## src/rtl/sbp_pkg.sv

```systemverilog
// sbp_pkg: shared types, codes and helpers of the symbol bit packer/unpacker
// no dependencies; imported by every module of the block
package sbp_pkg;

  // widths that follow from the fixed 8-bit byte and 1..8 bit symbols
  localparam int unsigned ByteW  = 8;
  localparam int unsigned WidthW = 4;   // holds 0..15, symbol widths 1..8
  localparam int unsigned HeldW  = 3;   // held bit count 0..7
  localparam int unsigned AccW   = 15;  // up to 7 held bits plus 8 new ones

  localparam logic [WidthW-1:0] SymBitsReset = 4'd2;
  localparam logic [WidthW-1:0] FullByte     = 4'd8;

  // opcodes
  localparam logic OpPack   = 1'b0;
  localparam logic OpUnpack = 1'b1;

  // result kinds
  localparam logic KindByte = 1'b0;
  localparam logic KindSym  = 1'b1;

  // one classified item: a bit run and how to slice it into result beats
  typedef struct packed {
    logic [AccW-1:0]   acc;         // bits, lsb first
    logic [WidthW-1:0] width;       // bits per beat
    logic [WidthW-1:0] last_width;  // bits in the final beat
    logic [WidthW-1:0] count;       // number of beats, 1..8
    logic              kind;
  } sbp_job_t;

  // mask of the n low bits, n from 0 to 15
  function automatic logic [ByteW-1:0] low_mask(logic [WidthW-1:0] n);
    logic [ByteW-1:0] m;
    if (n >= FullByte) begin
      m = '1;
    end else begin
      m = (ByteW'(1) << n) - ByteW'(1);
    end
    return m;
  endfunction

endpackage

```

## src/rtl/sbp_cfg_if.sv

```systemverilog
// sbp_cfg_if: configuration write channel of the bit packer/unpacker
// depends on sbp_pkg for the register width
interface sbp_cfg_if;
  logic                             valid;
  logic                             ready;
  logic [sbp_pkg::WidthW-1:0]       symbol_bits;

  modport source (output valid, output symbol_bits, input ready);
  modport sink   (input valid, input symbol_bits, output ready);
endinterface

```

## src/rtl/sbp_in_if.sv

```systemverilog
// sbp_in_if: input item channel of the bit packer/unpacker
// depends on sbp_pkg for field widths
interface sbp_in_if;
  logic                       valid;
  logic                       ready;
  logic                       opcode;
  logic [sbp_pkg::ByteW-1:0]  in_value;
  logic                       final_byte;

  modport source (output valid, output opcode, output in_value, output final_byte,
                  input ready);
  modport sink   (input valid, input opcode, input in_value, input final_byte,
                  output ready);
endinterface

```

## src/rtl/sbp_out_if.sv

```systemverilog
// sbp_out_if: result channel of the bit packer/unpacker
// depends on sbp_pkg for field widths
interface sbp_out_if;
  logic                       valid;
  logic                       ready;
  logic [sbp_pkg::ByteW-1:0]  out_value;
  logic                       out_kind;
  logic                       run_end;

  modport source (output valid, output out_value, output out_kind, output run_end,
                  input ready);
  modport sink   (input valid, input out_value, input out_kind, input run_end,
                  output ready);
endinterface

```

## src/rtl/sbp_front.sv

```systemverilog
// sbp_front: config register, held bit state and item classification
// depends on sbp_pkg, sbp_cfg_if and sbp_in_if
module sbp_front (
  input  logic              clk_i,
  input  logic              rst_ni,
  sbp_cfg_if.sink           cfg_i,
  sbp_in_if.sink            in_i,
  output sbp_pkg::sbp_job_t job_o,
  output logic              job_valid_o,
  input  logic              job_ready_i
);
  import sbp_pkg::*;

  // number of whole symbols of width w in total bits, capped at eight
  function automatic logic [WidthW-1:0] sym_count(logic [WidthW-1:0] total,
                                                  logic [WidthW-1:0] w);
    logic [WidthW-1:0] q;
    q = '0;
    for (int k = 1; k <= 8; k++) begin
      if ((8'(k) * {4'd0, w}) <= {4'd0, total}) begin
        q = WidthW'(k);
      end
    end
    return q;
  endfunction

  logic [WidthW-1:0] sym_bits_q;
  logic [ByteW-1:0]  held_q, held_d;
  logic [HeldW-1:0]  hcnt_q, hcnt_d;

  logic              accept;
  logic              emit;
  logic [WidthW-1:0] w;
  logic [ByteW-1:0]  sym;
  logic [AccW-1:0]   acc_pk, acc_up, rest;
  logic [WidthW-1:0] tot_pk, tot_up, nsym, used, rem;
  logic [7:0]        prod;
  logic              tail;

  assign cfg_i.ready = 1'b1;
  assign in_i.ready  = job_ready_i;
  assign accept      = in_i.valid && in_i.ready;
  assign job_valid_o = accept && emit;

  // out-of-range widths clamp to 1..8
  always_comb begin
    if (sym_bits_q == '0) begin
      w = WidthW'(1);
    end else if (sym_bits_q > FullByte) begin
      w = FullByte;
    end else begin
      w = sym_bits_q;
    end
  end

  always_comb begin
    sym    = in_i.in_value & low_mask(w);
    acc_pk = {7'd0, held_q} | ({7'd0, sym} << hcnt_q);
    tot_pk = {1'b0, hcnt_q} + w;
    acc_up = {7'd0, held_q} | ({7'd0, in_i.in_value} << hcnt_q);
    tot_up = {1'b0, hcnt_q} + FullByte;
    nsym   = sym_count(tot_up, w);
    prod   = {4'd0, nsym} * {4'd0, w};
    used   = prod[WidthW-1:0];
    rem    = tot_up - used;
    rest   = acc_up >> used;
    tail   = in_i.final_byte && (rem != '0) && (nsym != FullByte);
  end

  always_comb begin
    job_o.acc        = acc_pk;
    job_o.width      = FullByte;
    job_o.last_width = FullByte;
    job_o.count      = WidthW'(1);
    job_o.kind       = KindByte;
    emit             = 1'b0;
    held_d           = held_q;
    hcnt_d           = hcnt_q;
    unique case (in_i.opcode)
      OpPack: begin
        emit = (tot_pk >= FullByte);
        if (emit) begin
          hcnt_d = tot_pk[HeldW-1:0];
          held_d = {1'b0, acc_pk[AccW-1:ByteW]} & low_mask({1'b0, tot_pk[HeldW-1:0]});
        end else begin
          hcnt_d = tot_pk[HeldW-1:0];
          held_d = acc_pk[ByteW-1:0];
        end
      end
      OpUnpack: begin
        emit             = 1'b1;
        job_o.acc        = acc_up;
        job_o.width      = w;
        job_o.last_width = tail ? rem : w;
        job_o.count      = nsym + {3'd0, tail};
        job_o.kind       = KindSym;
        if (in_i.final_byte) begin
          hcnt_d = '0;
          held_d = '0;
        end else begin
          hcnt_d = rem[HeldW-1:0];
          held_d = rest[ByteW-1:0] & low_mask({1'b0, rem[HeldW-1:0]});
        end
      end
      default: begin
        emit = 1'b0;
      end
    endcase
  end

  always_ff @(posedge clk_i or negedge rst_ni) begin
    if (!rst_ni) begin
      sym_bits_q <= SymBitsReset;
      held_q     <= '0;
      hcnt_q     <= '0;
    end else if (cfg_i.valid && cfg_i.ready) begin
      sym_bits_q <= cfg_i.symbol_bits;
      held_q     <= '0;
      hcnt_q     <= '0;
    end else if (accept) begin
      held_q <= held_d;
      hcnt_q <= hcnt_d;
    end
  end

endmodule

```

## src/rtl/sbp_queue.sv

```systemverilog
// sbp_queue: short job queue between the front and the back
// depends on sbp_pkg for the job type
module sbp_queue #(
  parameter int unsigned Depth = 4
) (
  input  logic              clk_i,
  input  logic              rst_ni,
  input  sbp_pkg::sbp_job_t push_data_i,
  input  logic              push_valid_i,
  output logic              push_ready_o,
  output sbp_pkg::sbp_job_t pop_data_o,
  output logic              pop_valid_o,
  input  logic              pop_ready_i
);
  import sbp_pkg::*;

  localparam int unsigned PtrW = (Depth > 1) ? $clog2(Depth) : 1;
  localparam int unsigned CntW = $clog2(Depth + 1);

  sbp_job_t          mem_q [Depth];
  logic [PtrW-1:0]   wr_q, rd_q;
  logic [CntW-1:0]   cnt_q;
  logic              push, pop;

  assign push_ready_o = (cnt_q != CntW'(Depth));
  assign pop_valid_o  = (cnt_q != '0);
  assign pop_data_o   = mem_q[rd_q];
  assign push         = push_valid_i && push_ready_o;
  assign pop          = pop_valid_o && pop_ready_i;

  function automatic logic [PtrW-1:0] ptr_next(logic [PtrW-1:0] p);
    return (p == PtrW'(Depth - 1)) ? '0 : p + 1'b1;
  endfunction

  always_ff @(posedge clk_i) begin
    if (push) begin
      mem_q[wr_q] <= push_data_i;
    end
  end

  always_ff @(posedge clk_i or negedge rst_ni) begin
    if (!rst_ni) begin
      wr_q  <= '0;
      rd_q  <= '0;
      cnt_q <= '0;
    end else begin
      if (push) begin
        wr_q <= ptr_next(wr_q);
      end
      if (pop) begin
        rd_q <= ptr_next(rd_q);
      end
      if (push && !pop) begin
        cnt_q <= cnt_q + 1'b1;
      end else if (pop && !push) begin
        cnt_q <= cnt_q - 1'b1;
      end
    end
  end

endmodule

```

## src/rtl/sbp_back.sv

```systemverilog
// sbp_back: slices queued jobs into result beats, one per cycle while the output is not stalled
// depends on sbp_pkg and sbp_out_if
module sbp_back (
  input  logic              clk_i,
  input  logic              rst_ni,
  input  sbp_pkg::sbp_job_t job_i,
  input  logic              job_valid_i,
  output logic              job_ready_o,
  sbp_out_if.source         out_o
);
  import sbp_pkg::*;

  logic              act_q;
  logic [AccW-1:0]   acc_q;
  logic [WidthW-1:0] w_q, lw_q, cnt_q;
  logic              kind_q;

  logic              out_valid_q;
  logic [ByteW-1:0]  out_value_q;
  logic              out_kind_q, run_end_q;

  logic              load, last, pop, take;
  logic [WidthW-1:0] beat_w;

  assign last        = (cnt_q == WidthW'(1));
  assign load        = act_q && (!out_valid_q || out_o.ready);
  assign pop         = !act_q || (load && last);
  assign take        = pop && job_valid_i;
  assign job_ready_o = pop;
  assign beat_w      = last ? lw_q : w_q;

  assign out_o.valid     = out_valid_q;
  assign out_o.out_value = out_value_q;
  assign out_o.out_kind  = out_kind_q;
  assign out_o.run_end   = run_end_q;

  always_ff @(posedge clk_i or negedge rst_ni) begin
    if (!rst_ni) begin
      act_q <= 1'b0;
    end else if (take) begin
      act_q <= 1'b1;
    end else if (load && last) begin
      act_q <= 1'b0;
    end
  end

  // job payload
  always_ff @(posedge clk_i) begin
    if (take) begin
      acc_q  <= job_i.acc;
      w_q    <= job_i.width;
      lw_q   <= job_i.last_width;
      cnt_q  <= job_i.count;
      kind_q <= job_i.kind;
    end else if (load) begin
      acc_q <= acc_q >> w_q;
      cnt_q <= cnt_q - 1'b1;
    end
  end

  always_ff @(posedge clk_i or negedge rst_ni) begin
    if (!rst_ni) begin
      out_valid_q <= 1'b0;
    end else if (load) begin
      out_valid_q <= 1'b1;
    end else if (out_o.ready) begin
      out_valid_q <= 1'b0;
    end
  end

  // output register payload
  always_ff @(posedge clk_i) begin
    if (load) begin
      out_value_q <= acc_q[ByteW-1:0] & low_mask(beat_w);
      out_kind_q  <= kind_q;
      run_end_q   <= last;
    end
  end

  a_count_range: assert property (@(posedge clk_i) disable iff (!rst_ni)
    act_q |-> (cnt_q != '0) && (cnt_q <= FullByte))
    else $error("active job with beat count out of range");

  a_width_range: assert property (@(posedge clk_i) disable iff (!rst_ni)
    act_q |-> (w_q != '0) && (w_q <= FullByte) && (lw_q != '0) && (lw_q <= w_q))
    else $error("active job with bad slice width");

  a_drain: assert property (@(posedge clk_i) disable iff (!rst_ni)
    (out_valid_q && out_o.ready && !act_q) |=> !out_valid_q)
    else $error("output register refilled with no job in hand");

endmodule

```

## src/rtl/symbol_bit_packer_unpacker.sv

```systemverilog
// symbol_bit_packer_unpacker: lsb-first packer/unpacker between bytes and 1..8 bit symbols
// depends on sbp_pkg, the sbp_*_if interfaces, sbp_front, sbp_queue and sbp_back
//
//   channel  dir  beat carries                       taken when
//   cfg_i    in   symbol_bits                        cfg_i.valid && cfg_i.ready
//   in_i     in   opcode, in_value, final_byte       in_i.valid && in_i.ready
//   out_o    out  out_value, out_kind, run_end       out_o.valid && out_o.ready
//
// an input beat is taken every cycle while the job queue has room; the held
// bit state is updated in the same cycle, so the next beat never waits on it
// the back end sends one result per cycle while the output is not stalled: an item
// gives 1 to 8 results, a pack beat that completes no byte gives no job and no result
// first result of an item passes the job queue, the back end job register and the output register
// reset: symbol_bits 2, held bits empty, queue and output register empty
// a stalled output only fills the queue; input stalls once it holds QueueDepth jobs
module symbol_bit_packer_unpacker #(
  parameter int unsigned QueueDepth = 4
) (
  input  logic      clk_i,
  input  logic      rst_ni,
  sbp_cfg_if.sink   cfg_i,
  sbp_in_if.sink    in_i,
  sbp_out_if.source out_o
);
  import sbp_pkg::*;

  // classified jobs from the front into the queue
  sbp_job_t push_job;
  logic     push_valid, push_ready;

  // queue head into the back
  sbp_job_t pop_job;
  logic     pop_valid, pop_ready;

  // front: config register, held bits, turns each beat into a job (none for a pack beat that completes no byte)
  sbp_front u_front (
    .clk_i       (clk_i),
    .rst_ni      (rst_ni),
    .cfg_i       (cfg_i),
    .in_i        (in_i),
    .job_o       (push_job),
    .job_valid_o (push_valid),
    .job_ready_i (push_ready)
  );

  // decouples the two sides so either can stall on its own
  sbp_queue #(
    .Depth (QueueDepth)
  ) u_queue (
    .clk_i        (clk_i),
    .rst_ni       (rst_ni),
    .push_data_i  (push_job),
    .push_valid_i (push_valid),
    .push_ready_o (push_ready),
    .pop_data_o   (pop_job),
    .pop_valid_o  (pop_valid),
    .pop_ready_i  (pop_ready)
  );

  // back: one result beat per cycle into the output register while out_o is not stalled
  sbp_back u_back (
    .clk_i       (clk_i),
    .rst_ni      (rst_ni),
    .job_i       (pop_job),
    .job_valid_i (pop_valid),
    .job_ready_o (pop_ready),
    .out_o       (out_o)
  );

endmodule

```

## src/flat_wrapper.sv

```systemverilog
// flat-port wrapper written by rule: the top's interface ports become plain ports
module symbol_bit_packer_unpacker_flat import sbp_pkg::*;
#(
  parameter int unsigned QueueDepth = 4
)
  (clk_i, rst_ni, cfg_i_valid, cfg_i_symbol_bits, cfg_i_ready, in_i_valid, in_i_opcode, in_i_in_value, in_i_final_byte, in_i_ready, out_o_valid, out_o_out_value, out_o_out_kind, out_o_run_end, out_o_ready);
  sbp_cfg_if cfg_i_i ();
  sbp_in_if in_i_i ();
  sbp_out_if out_o_i ();
  input  logic clk_i;
  input  logic rst_ni;
  input wire logic [$bits(cfg_i_i.valid)-1:0] cfg_i_valid;
  input wire logic [$bits(cfg_i_i.symbol_bits)-1:0] cfg_i_symbol_bits;
  output wire logic [$bits(cfg_i_i.ready)-1:0] cfg_i_ready;
  input wire logic [$bits(in_i_i.valid)-1:0] in_i_valid;
  input wire logic [$bits(in_i_i.opcode)-1:0] in_i_opcode;
  input wire logic [$bits(in_i_i.in_value)-1:0] in_i_in_value;
  input wire logic [$bits(in_i_i.final_byte)-1:0] in_i_final_byte;
  output wire logic [$bits(in_i_i.ready)-1:0] in_i_ready;
  output wire logic [$bits(out_o_i.valid)-1:0] out_o_valid;
  output wire logic [$bits(out_o_i.out_value)-1:0] out_o_out_value;
  output wire logic [$bits(out_o_i.out_kind)-1:0] out_o_out_kind;
  output wire logic [$bits(out_o_i.run_end)-1:0] out_o_run_end;
  input wire logic [$bits(out_o_i.ready)-1:0] out_o_ready;
  assign cfg_i_i.valid = cfg_i_valid;
  assign cfg_i_i.symbol_bits = cfg_i_symbol_bits;
  assign cfg_i_ready = cfg_i_i.ready;
  assign in_i_i.valid = in_i_valid;
  assign in_i_i.opcode = in_i_opcode;
  assign in_i_i.in_value = in_i_in_value;
  assign in_i_i.final_byte = in_i_final_byte;
  assign in_i_ready = in_i_i.ready;
  assign out_o_valid = out_o_i.valid;
  assign out_o_out_value = out_o_i.out_value;
  assign out_o_out_kind = out_o_i.out_kind;
  assign out_o_run_end = out_o_i.run_end;
  assign out_o_i.ready = out_o_ready;
  symbol_bit_packer_unpacker #(.QueueDepth(QueueDepth)) u_core (.clk_i(clk_i), .rst_ni(rst_ni), .cfg_i(cfg_i_i), .in_i(in_i_i), .out_o(out_o_i));
endmodule
```

## config.mk

```make
export PLATFORM = sky130hd
export DESIGN_NAME = symbol_bit_packer_unpacker_flat
export DESIGN_NICKNAME = d
export VERILOG_FILES = /design/src/rtl/sbp_pkg.sv /design/src/rtl/sbp_cfg_if.sv /design/src/rtl/sbp_in_if.sv /design/src/rtl/sbp_out_if.sv /design/src/rtl/sbp_front.sv /design/src/rtl/sbp_queue.sv /design/src/rtl/sbp_back.sv /design/src/rtl/symbol_bit_packer_unpacker.sv /design/src/flat_wrapper.sv
export SDC_FILE = /design/constraint.sdc
export NUM_CORES = 1
export LEC_CHECK = 0
export BUFFER_PORTS_ARGS = -buffer_cell sky130_fd_sc_hd__buf_2
export CAP_MARGIN = 40
export CORE_MARGIN = 3
export CORE_UTILIZATION = 60
export CTS_CLUSTER_SIZE = 20
export DETAILED_ROUTE_END_ITERATION = 10
export PLACE_DENSITY = 0.83
export SYNTH_ARGS = -nofsm -noshare
export SYNTH_HDL_FRONTEND = slang
export SYNTH_SLANG_ARGS = --single-unit
```

## constraint.sdc

```tcl
create_clock -name clk_i -period 18.5 [get_ports clk_i]
set_input_delay 0.925 -clock clk_i [delete_from_list [all_inputs] [get_ports clk_i]]
set_output_delay 0.925 -clock clk_i [all_outputs]
set_load 0.005 [all_outputs]
```

==> results.py, run 1 <==
metrics = {
    "clock_network": {
        "clk_path_buf_depth": 2,
        "tritoncts": "yes",
        "cts_sinks": 174,
        "cts_setup_buffers": 0,
        "numCtsBuffers": 17,
        "cts-resized-gates": 0,
        "clk-insertion-delay-late_ns": 0.44,
        "hold_buffers": 0,
        "cts-root-buf": "clkbuf_16",
        "cts.reportedPaths.clkPinSlew_ns": 0.08,
        "h-tree-depth": 4,
    },
    "grt": {
        "grt_start_max_net_pins": 41,
        "globalRouteOverflowTotal": 0,
        "grt_pass1_wl_mm": 40.9,
        "grt_pass1_vias": 7594,
        "grt_use_total_pct": 27.0,
        "grt_antenna_before_repair": 0,
    },
    "floorplan": {
        "dieArea_um2": 19300,
        "die_x_um": 139,
        "start_util_pct": 62.6,
        "io_pins": 32,
        "coreArea_um2": 16900,
        "num_rows": 47,
        "die_h_um": 139,
    },
    "placement": {
        "port_buffers": 30,
        "dpl.hpwl_mm": 18.1,
        "place_congestion": 0.991,
        "placedInstanceArea_um2": 11000,
        "pre_cts_ws_ns": 11.12,
    },
    "layout": {
        "design_area_um2": 11600,
        "drive_above_1_share_pct": 14.9,
        "final_common_cell": "edfxtp_1",
        "antenna_cells": 0,
        "fill_cells": 1212,
        "final_nets": 1023,
        "syn_to_final_growth_pct": 9.10,
        "layout_common_cells": "edfxtp_1, nor2_1, nand2_1",
    },
    "setup_path": {
        "critPathRequiredTime_ns": 18.84,
        "endpoint_kind": "flop",
        "criticalPathCategory": "flop to flop",
        "slowest_delay_ns": 0.66,
        "cp.arrival_ns": 7.79,
        "critPathMostFrequentCell": "ha_1",
        "cp_max_fo": 22,
        "cpMaxStageDelayCell": "dfrtp_1",
        "start_kind": "flop",
    },
    "timing": {
        "setup_ws_ns": 11.05,
        "fin_skew_ns": 0.0141,
        "setup_viol": 0,
        "hold_viol_final": 0,
        "slew_headroom_pct": 44.8,
        "timing.hold.ws_ns": 0.437,
        "rsz0062_at_grt": "false",
        "slew_violations": 0,
        "fin_crit_sh_pct": 40.2,
        "timing.fmax_ghz": 0.134,
        "setup_tns_ns": 0,
        "worst_pin_slew_ns": 0.829,
        "layout_min_cycle_time_ns": 7.45,
    },
    "drt": {
        "drc_errors": 0,
        "vias": 7727,
        "wl_mm": 25.7,
        "ant_nets": 0,
        "vias_per_cell": 6.53,
        "dr.pass1.iters": 5,
        "drtIter0Drc": 998,
        "wl_per_cell_um": 21.7,
    },
    "synth": {
        "async_flop_share_pct": 13.8,
        "synth_edf_count": 150,
        "synth.cell_area_um2": 10600,
        "synth_warnings": 0,
        "synthFlopType": "edfxtp_1",
        "avgSynthCellArea_um2": 11.2,
        "postSynthCellCount": 944,
        "synthDistinctLibCells": 82,
        "synth-seq-cells": 174,
        "synth_fp_nets": 1016,
        "seq_area_frac_synth_pct": 48.2,
    },
    "power": {
        "ir_drop_mv": 0.100,
        "p_leak_nw": 4.32,
        "power_density_nw_per_um2": 142,
    },
    "flow_run": {
        "max_cap_viol_count": 0,
    },
    "outcome": {
        "outcome": "complete, no violations",
    },
    "worst_hold_path": {
        "min_path_type": "flop to flop",
    },
}
## stage by stage
step / instances / power (mW) / utilization, %
final: 1184 / 1.64 / 68.3
after global routing: 1184 / 1.74 / 68.3
after CTS: 1184 / 1.64 / 68.3
after detailed placement: 1152 / 1.27 / 64.7
after global placement: 1148 / 1.24 / 64.1
after floorplan: 944 / 1.09 / -
## power by group
group,switching (mW),total (mW),leakage [nW],internal [mW]
registers,0.0465,0.576,1.70,0.529
clock network,0.170,0.363,0.287,0.193
logic,0.415,0.705,2.33,0.290
## critical path, delay by kind of cell, from the launching register on
family / cells / cell delay (ns)
compound gates: 6 / 1.11
xor+xnor: 1 / 0.14
fa+ha+maj: 7 / 2.38
buf+inv: 5 / 1.00
flops: 1 / 0.66
mux: 1 / 0.30
simple gates: 10 / 1.75
## cell families after synthesis
kind of cell	synth area share, %
and+or+nand+nor	12.2
DFF	48.2
other	0.0354
xor gates and xnor gates	1.95
AOI/OAI and AO/OA	14.0
buffers and inverters	3.64
adders and majority gates	6.68
muxes	13.3
## sequential cells by signal (all words and copies together), names as in the netlist
name	flops
u_core.u_back.kind_q	1
u_core.u_back.out_o.run_end	1
u_core.u_front.held_q	8
u_core.u_back.out_o.out_value	8
u_core.u_back.w_q	4
u_core.u_back.out_o.out_kind	1
u_core.u_front.hcnt_q	3
u_core.u_queue.wr_q	2
u_core.u_queue.rd_q	2
u_core.u_back.cnt_q	4
u_core.u_back.out_o.valid	1
u_core.u_queue.mem_q	112
u_core.u_front.sym_bits_q	4
u_core.u_back.act_q	1
u_core.u_queue.cnt_q	3
u_core.u_back.acc_q	15
u_core.u_back.lw_q	4
## cells in the mapped netlist (all sizes together) (3+ instances only)
| cell | instances | share of area, % |
|---|---|---|
| edfxtp | 150 | 42 |
| and3 | 6 | 0.35 |
| nor3 | 16 | 0.76 |
| a211oi | 13 | 1.1 |
| a31oi | 10 | 0.59 |
| mux4 | 30 | 6.4 |
| mux2i | 52 | 4.9 |
| o21bai | 3 | 0.25 |
| xor2 | 5 | 0.41 |
| or2 | 6 | 0.35 |
| or3 | 7 | 0.42 |
| a221oi | 3 | 0.25 |
| and2 | 16 | 0.96 |
| a2bb2oi | 3 | 0.25 |
| nor2 | 89 | 3.2 |
| xnor2 | 16 | 1.3 |
| clkbuf | 37 | 1.3 |
| nand3b | 7 | 0.50 |
| dfrtp | 23 | 5.4 |
| nand2 | 72 | 2.5 |
| ha | 47 | 5.5 |
| a21boi | 6 | 0.42 |
| buf | 19 | 0.94 |
| fa | 6 | 1.1 |
| nand4 | 6 | 0.35 |
| inv | 39 | 1.4 |
| o22ai | 9 | 0.53 |
| nand2b | 11 | 0.65 |
| o311ai | 3 | 0.32 |
| a22oi | 5 | 0.35 |
| nor2b | 13 | 0.77 |
| o211ai | 11 | 0.78 |
| mux2 | 19 | 2.0 |
| o32ai | 7 | 0.65 |
| o21ai | 47 | 2.2 |
| a21o | 9 | 0.64 |
| o2bb2ai | 3 | 0.25 |
| o31ai | 8 | 0.57 |
| a21oi | 67 | 3.2 |
| nand3 | 13 | 0.61 |
## worst paths after layout
check / start / end / slack [ns] / cells after the start
worst max-delay path: u_core.u_front.sym_bits_q[3]$_DFFE_PN0P_ / u_core.u_front.held_q[6]$_DFFE_PN0P_ / 11.05 / 30
worst min-delay path: u_core.u_back.kind_q$_DFFE_PP_ / u_core.u_back.out_o.out_kind$_DFFE_PP_ / 0.44 / 0
worst max register to register: u_core.u_front.sym_bits_q[3]$_DFFE_PN0P_ / u_core.u_front.held_q[6]$_DFFE_PN0P_ / 11.05 / 30
worst min register to register: u_core.u_back.kind_q$_DFFE_PP_ / u_core.u_back.out_o.out_kind$_DFFE_PP_ / 0.44 / 0
max in group asynchronous: rst_ni / u_core.u_queue.rd_q[0]$_DFFE_PN0P_ / 17.58 / 1
min in group asynchronous: rst_ni / u_core.u_front.held_q[0]$_DFFE_PN0P_ / 0.49 / 1
## per-layer routing
metal	vias to the layer above	GRT usage [%]	wire length, um
li1	3571	-	-
met1	3698	36.6	10400
met2	399	43.1	12300
met3	59	5.83	2120
met4	0	10.7	853
met5	-	0	0
## cell type report
class	instances	area (um^2)	area share, %
Multi-Input combinational cell	675	5110	44.2
Sequential cell	174	5110	44.2
Clock buffer	17	425	3.68
Timing Repair Buffer	44	323	2.79
Tap cell	220	275	2.38
Clock inverter	15	178	1.54
Inverter	39	146	1.27
(Power assumes the default switching activity.)
==> inputs of run 2 (changes only) <==
Settings changed: CORE_UTILIZATION 60 to 57.
Clock period 18.5 ns to 6 ns, I/O delays scaled along.
==> run 2 against run 1 <==
  * Combinational power rose to 3.5 times the previous value
  * Critical path depth is 3 lower
  * Sequential share of layout area fell by 1.6 points
  * Register-to-register slack got worse by 11 ns
  * Clock power rose to 3.1 times the previous value
  * Global-route usage shrank 1.4 points
  * Power rose to 3.3 times the previous value
  * Core utilization down 1.9 points
  * Largest cell class unchanged
  * Highest routed layer unchanged
==> results.py, run 2 (synthesis results as in run 1) <==
metrics = {
    "floorplan": {
        "dieArea_um2": 20300,
        "start_util_pct": 58.6,
        "coreArea_um2": 18100,
        "io_pins": 32,
        "die_h_um": 142,
        "die_x_um": 142,
        "num_rows": 49,
    },
    "layout": {
        "stdcell_count": 1220,
        "antenna_cells": 0,
        "design_area_um2": 12000,
        "layout_common_cells": "edfxtp_1, nor2_1, nand2_1",
        "final_nets": 1050,
        "final_util_pct": 66.4,
        "final_common_cell": "edfxtp_1",
        "largest_reg_flops": 112,
        "top_regs": "u_core.u_queue.mem_q (112), u_core.u_back.acc_q (15)",
        "syn_to_final_growth_pct": 13.2,
        "drive_above_1_share_pct": 20.8,
        "regMostFlops": "u_core.u_queue.mem_q",
    },
    "clock_network": {
        "cts_sinks": 174,
        "tritoncts": "yes",
        "cts.reportedPaths.clkPinSlew_ns": 0.07,
        "clk-insertion-delay-late_ns": 0.43,
        "h-tree-depth": 4,
        "clk_path_buf_depth": 2,
        "cts-root-buf": "clkbuf_16",
        "numCtsBuffers": 17,
    },
    "placement": {
        "placedInstanceArea_um2": 11100,
        "dpl.hpwl_mm": 17.8,
        "pre_cts_ws_ns": -0.0605,
        "place_congestion": 0.985,
        "port_buffers": 30,
        "dp.cells": 1176,
    },
    "setup_path": {
        "cpMaxStageDelayCell": "dfstp_2",
        "start_kind": "flop",
        "cp.arrival_ns": 6.23,
        "slowest_delay_ns": 0.58,
        "endpoint_kind": "flop",
        "criticalPathCategory": "flop to flop",
        "critPathRequiredTime_ns": 6.33,
        "cp_max_fo": 5,
        "critPathMostFrequentCell": "ha_4",
    },
    "worst_hold_path": {
        "min_path_type": "primary input to flop",
    },
    "grt": {
        "grt_start_max_net_pins": 41,
        "use_met3_pct": 6.38,
        "grt_pass1_wl_mm": 40.5,
        "busiest_layer": "met2",
        "grt_use_total_pct": 25.6,
        "globalRouteOverflowTotal": 0,
        "grt_antenna_before_repair": 0,
        "use_met2_pct": 41.8,
        "grt_pass1_vias": 7776,
        "grtUsageMet1_pct": 33.3,
    },
    "timing": {
        "slew_violations": 0,
        "rsz0062_at_grt": "true",
        "setup_ws_ns": 0.0928,
        "worst_pin_slew_ns": 0.914,
        "fin_skew_ns": 0.0101,
        "layout_min_cycle_time_ns": 5.91,
        "slew_headroom_pct": 39.0,
        "setup_tns_ns": 0,
        "setup_viol": 0,
        "hold_viol_final": 0,
        "timing.hold.ws_ns": 0.0764,
        "fin_crit_sh_pct": 98.5,
        "timing.fmax_ghz": 0.169,
    },
    "power": {
        "ir_drop_mv": 0.315,
        "power_density_nw_per_um2": 447,
        "finalPower_mw": 5.36,
        "p_leak_nw": 4.47,
    },
    "outcome": {
        "outcome": "complete, no violations",
    },
    "drt": {
        "wl_per_cell_um": 21.3,
        "drc_errors": 0,
        "vias_per_cell": 6.54,
        "vias": 7978,
        "dr.pass1.iters": 6,
        "drtIter0Drc": 916,
        "ant_nets": 0,
        "wl_mm": 26.0,
    },
    "flow_run": {
        "max_cap_viol_count": 0,
    },
}
==> run 2: changes by cell type in the layout (fill, tap and decap cells not counted), sizes merged <==
cell | previous run | this run
buf | 44 | 70
clkinv | 7 | 3
clkbuf | 17 | 19
bufinv | 1 | 2
dlygate4sd3 | 0 | 1
inv | 44 | 45
==> run 2: area by class of cell <==
cell class              count  area [um^2]
clock buffers              19          443
clock inverters            13          153
fillers                  1272         6080
flip-flops and latches    174         5110
well taps                 229          287
inverters                  39          151
repair buffers             71          480
multi-input cells         675         5380
==> run 2: worst paths after layout <==
| kind | slack [ns] | end | startpoint | cells past startpoint |
|---|---|---|---|---|
| max | 0.09 | u_core.u_front.held_q[6]$_DFFE_PN0P_ | u_core.u_front.sym_bits_q[1]$_DFFE_PN1P_ | 27 |
| min | 0.08 | u_core.u_front.sym_bits_q[3]$_DFFE_PN0P_ | cfg_i_symbol_bits[3] | 3 |
| max reg2reg | 0.09 | u_core.u_front.held_q[6]$_DFFE_PN0P_ | u_core.u_front.sym_bits_q[1]$_DFFE_PN1P_ | 27 |
| min reg2reg | 0.44 | u_core.u_back.out_o.out_kind$_DFFE_PP_ | u_core.u_back.kind_q$_DFFE_PP_ | 0 |
| max in group asynchronous | 5.07 | u_core.u_queue.rd_q[0]$_DFFE_PN0P_ | rst_ni | 2 |
| min in group asynchronous | 0.44 | u_core.u_front.hcnt_q[1]$_DFFE_PN0P_ | rst_ni | 2 |
==> run 2: power breakdown <==
part	internal (mW)	switching [mW]
clock	0.634	0.473
sequential	1.63	0.150
combinational	1.07	1.40
total	3.34	2.03
==> run 2: metal layers <==
metal	part of all wire [%]	routed length (um)	vias up
met2	49	12700	454
met3	8.1	2100	95
met1	40	10300	3811
met5	0	0	-
met4	3.5	913	0
li1	-	-	3618
==> run 2: repair_timing <==
item,4_1_cts,5_1_grt
hold buffers,1,0
gates cloned,0,0
gates resized for setup,0,48
hold endpoints to repair,23,0
endpoints found under the setup margin,2,34
buffers inserted,2,9
pin swaps,1,25
==> run 2: worst max-delay path, delay by kind of cell (launching register included) <==
family | cells | cell delay (ns)
flip-flops | 1 | 0.58
multiplexers | 1 | 0.27
XOR/XNOR | 1 | 0.12
AO/OA/AOI/OAI | 4 | 1.02
adder cells (fa/ha/maj) | 7 | 2.13
AND/OR/NAND/NOR | 12 | 1.45
buffers and inverters | 2 | 0.22
==> inputs of run 3 (changes only) <==
Settings changed: CORE_ASPECT_RATIO set to 0.7.
==> run 3 against run 2 <==
  * Clock-buffer cell count shrank 2
  * Register-to-register slack gained 0.04 ns
  * Worst setup slack gained 0.037 ns
  * Non-clock buffer count shrank 1
  * Power shrank 0.54%
  * Worst hold slack gained 0.018 ns
  * Cell area shrank 0.76%
  * Sequential share of layout area grew 0.34 points
  * Global-route usage grew 0.94 points
  * Sequential cell count is the same
  * Critical path type unchanged
  * Highest routed layer unchanged
==> results.py, run 3 (synthesis results as in run 1) <==
metrics = {
    "placement": {
        "dpl.hpwl_mm": 18.9,
        "placedInstanceArea_um2": 11100,
        "place_congestion": 0.999,
        "port_buffers": 30,
    },
    "clock_network": {
        "clk-insertion-delay-late_ns": 0.42,
        "cts.reportedPaths.clkPinSlew_ns": 0.07,
        "numCtsBuffers": 17,
        "h-tree-depth": 4,
        "cts_sinks": 174,
        "cts-root-buf": "clkbuf_16",
        "clk_path_buf_depth": 2,
        "tritoncts": "yes",
    },
    "timing": {
        "setup_tns_ns": 0,
        "setup_viol": 0,
        "timing.hold.ws_ns": 0.0944,
        "timing.fmax_ghz": 0.170,
        "slew_violations": 0,
        "worst_pin_slew_ns": 0.917,
        "hold_viol_final": 0,
        "layout_min_cycle_time_ns": 5.87,
        "slew_headroom_pct": 38.4,
        "fin_skew_ns": 0.0145,
        "fin_crit_sh_pct": 97.8,
    },
    "power": {
        "finalPower_mw": 5.34,
        "clkPwrFrac_pct": 19.9,
        "switching_power_mw": 2.09,
        "ir_drop_mv": 0.235,
        "p_seq_share_pct": 33.1,
        "switching_share_pct": 39.2,
        "pwr-share-comb_pct": 47.0,
        "p_leak_nw": 4.44,
        "power_density_nw_per_um2": 448,
        "internal_power_mw": 3.24,
    },
    "setup_path": {
        "r2r-start": "u_core.u_front.sym_bits_q[1]$_DFFE_PN1P_",
        "start_kind": "flop",
        "critPathMostFrequentCell": "ha_1",
        "endpoint_kind": "flop",
        "critPathRequiredTime_ns": 6.13,
        "criticalPathCategory": "flop to flop",
        "cpMaxStageDelayCell": "dfstp_2",
        "slowest_delay_ns": 0.57,
        "cp.arrival_ns": 6.00,
        "cp_max_fo": 5,
        "crit_start": "u_core.u_front.sym_bits_q[1]$_DFFE_PN1P_",
    },
    "floorplan": {
        "coreArea_um2": 18100,
        "dieArea_um2": 20300,
        "die_h_um": 120,
        "start_util_pct": 58.5,
        "io_pins": 32,
        "num_rows": 41,
        "die_x_um": 169,
    },
    "layout": {
        "final_common_cell": "edfxtp_1",
        "design_area_um2": 11900,
        "drive_above_1_share_pct": 20.0,
        "layout_common_cells": "edfxtp_1, nor2_1, nand2_1",
        "top_regs": "u_core.u_queue.mem_q (112), u_core.u_back.acc_q (15)",
        "regMostFlops": "u_core.u_queue.mem_q",
        "fill_cells": 1288,
        "multiInputGateArea_um2": 5310,
        "antenna_cells": 0,
        "final_nets": 1049,
        "largest_reg_flops": 112,
        "final_util_pct": 65.8,
        "syn_to_final_growth_pct": 12.4,
        "seq_area_um2": 5110,
    },
    "drt": {
        "ant_nets": 0,
        "drtIter0Drc": 1252,
        "vias_per_cell": 6.70,
        "vias": 8210,
        "drc_errors": 0,
        "wl_mm": 27.4,
        "wl_per_cell_um": 22.3,
        "dr.pass1.iters": 7,
    },
    "flow_run": {
        "max_cap_viol_count": 0,
    },
    "worst_hold_path": {
        "hold_start": "cfg_i_symbol_bits[3]",
        "min_path_type": "primary input to flop",
    },
    "grt": {
        "grt_pass1_wl_mm": 42.0,
        "grt_use_total_pct": 26.6,
        "grt_start_max_net_pins": 41,
        "globalRouteOverflowTotal": 0,
        "grt_antenna_before_repair": 0,
        "grt_pass1_vias": 7570,
    },
    "outcome": {
        "outcome": "complete, no violations",
    },
}
## run 3: area by class of cell
| cell class | count | area share [%] |
|---|---|---|
| clock buffer | 17 | 3.57 |
| timing repair buffer | 70 | 4.08 |
| sequential | 174 | 42.9 |
| tap | 236 | 2.48 |
| clock inverter | 15 | 1.12 |
| multi-input combinational | 675 | 44.6 |
| inverter | 39 | 1.25 |
## run 3: layer usage
layer,GRT usage (%),vias to the layer above,part of all wire [%]
met5,0,-,0
met4,4.71,0,2.3
met3,7.70,90,12
met2,39.5,529,44
met1,39.7,3987,42
li1,-,3604,-
## run 3: path summary, 6_finish.rpt
check	end	slack, ns	depth (start not counted)
setup / recovery	u_core.u_queue.mem_q[3][3]$_DFFE_PP_	0.13	29
hold / removal	u_core.u_front.sym_bits_q[3]$_DFFE_PN0P_	0.09	3
setup reg to reg	u_core.u_queue.mem_q[3][3]$_DFFE_PP_	0.13	29
hold reg to reg	u_core.u_back.out_o.out_kind$_DFFE_PP_	0.44	0
max in group asynchronous	u_core.u_queue.rd_q[0]$_DFFE_PN0P_	5.08	2
min in group asynchronous	u_core.u_queue.wr_q[0]$_DFFE_PN0P_	0.44	2
## run 3: timing repair
item / in CTS / in global routing
pin swaps: 1 / 17
endpoints found under the hold margin: 23 / 0
buffers inserted: 2 / 8
resized for setup: 5 / 28
hold buffers: 1 / 0
setup endpoints to repair: 24 / 39
## run 3: power groups by stage
stage                     clock, mW  combinational, mW  sequential [mW]
after floorplan                   0               1.65             1.72
after global placement            0               2.10             1.81
after detailed placement          0               2.23             1.79
after CTS                      1.07               2.30             1.77
after global routing           1.11               2.67             1.79
final                          1.06               2.51             1.77
## run 3: critical path, delay by kind of cell, from the launching register on
kind | cells | cell delay (ns)
flops | 1 | 0.57
compound gates | 5 | 0.91
simple gates | 9 | 0.96
xor+xnor | 1 | 0.16
buf+inv | 5 | 0.43
fa+ha+maj | 8 | 2.29
mux | 1 | 0.24
## run 3: stage by stage
step / cells / setup slack (ns)
6_report: 1226 / 0.130
5_1_grt: 1226 / -0.137
4_1_cts: 1218 / 0.00131
3_5_place_dp: 1183 / -0.185
3_3_place_gp: 1181 / 0.103
2_1_floorplan: 944 / 0.0690
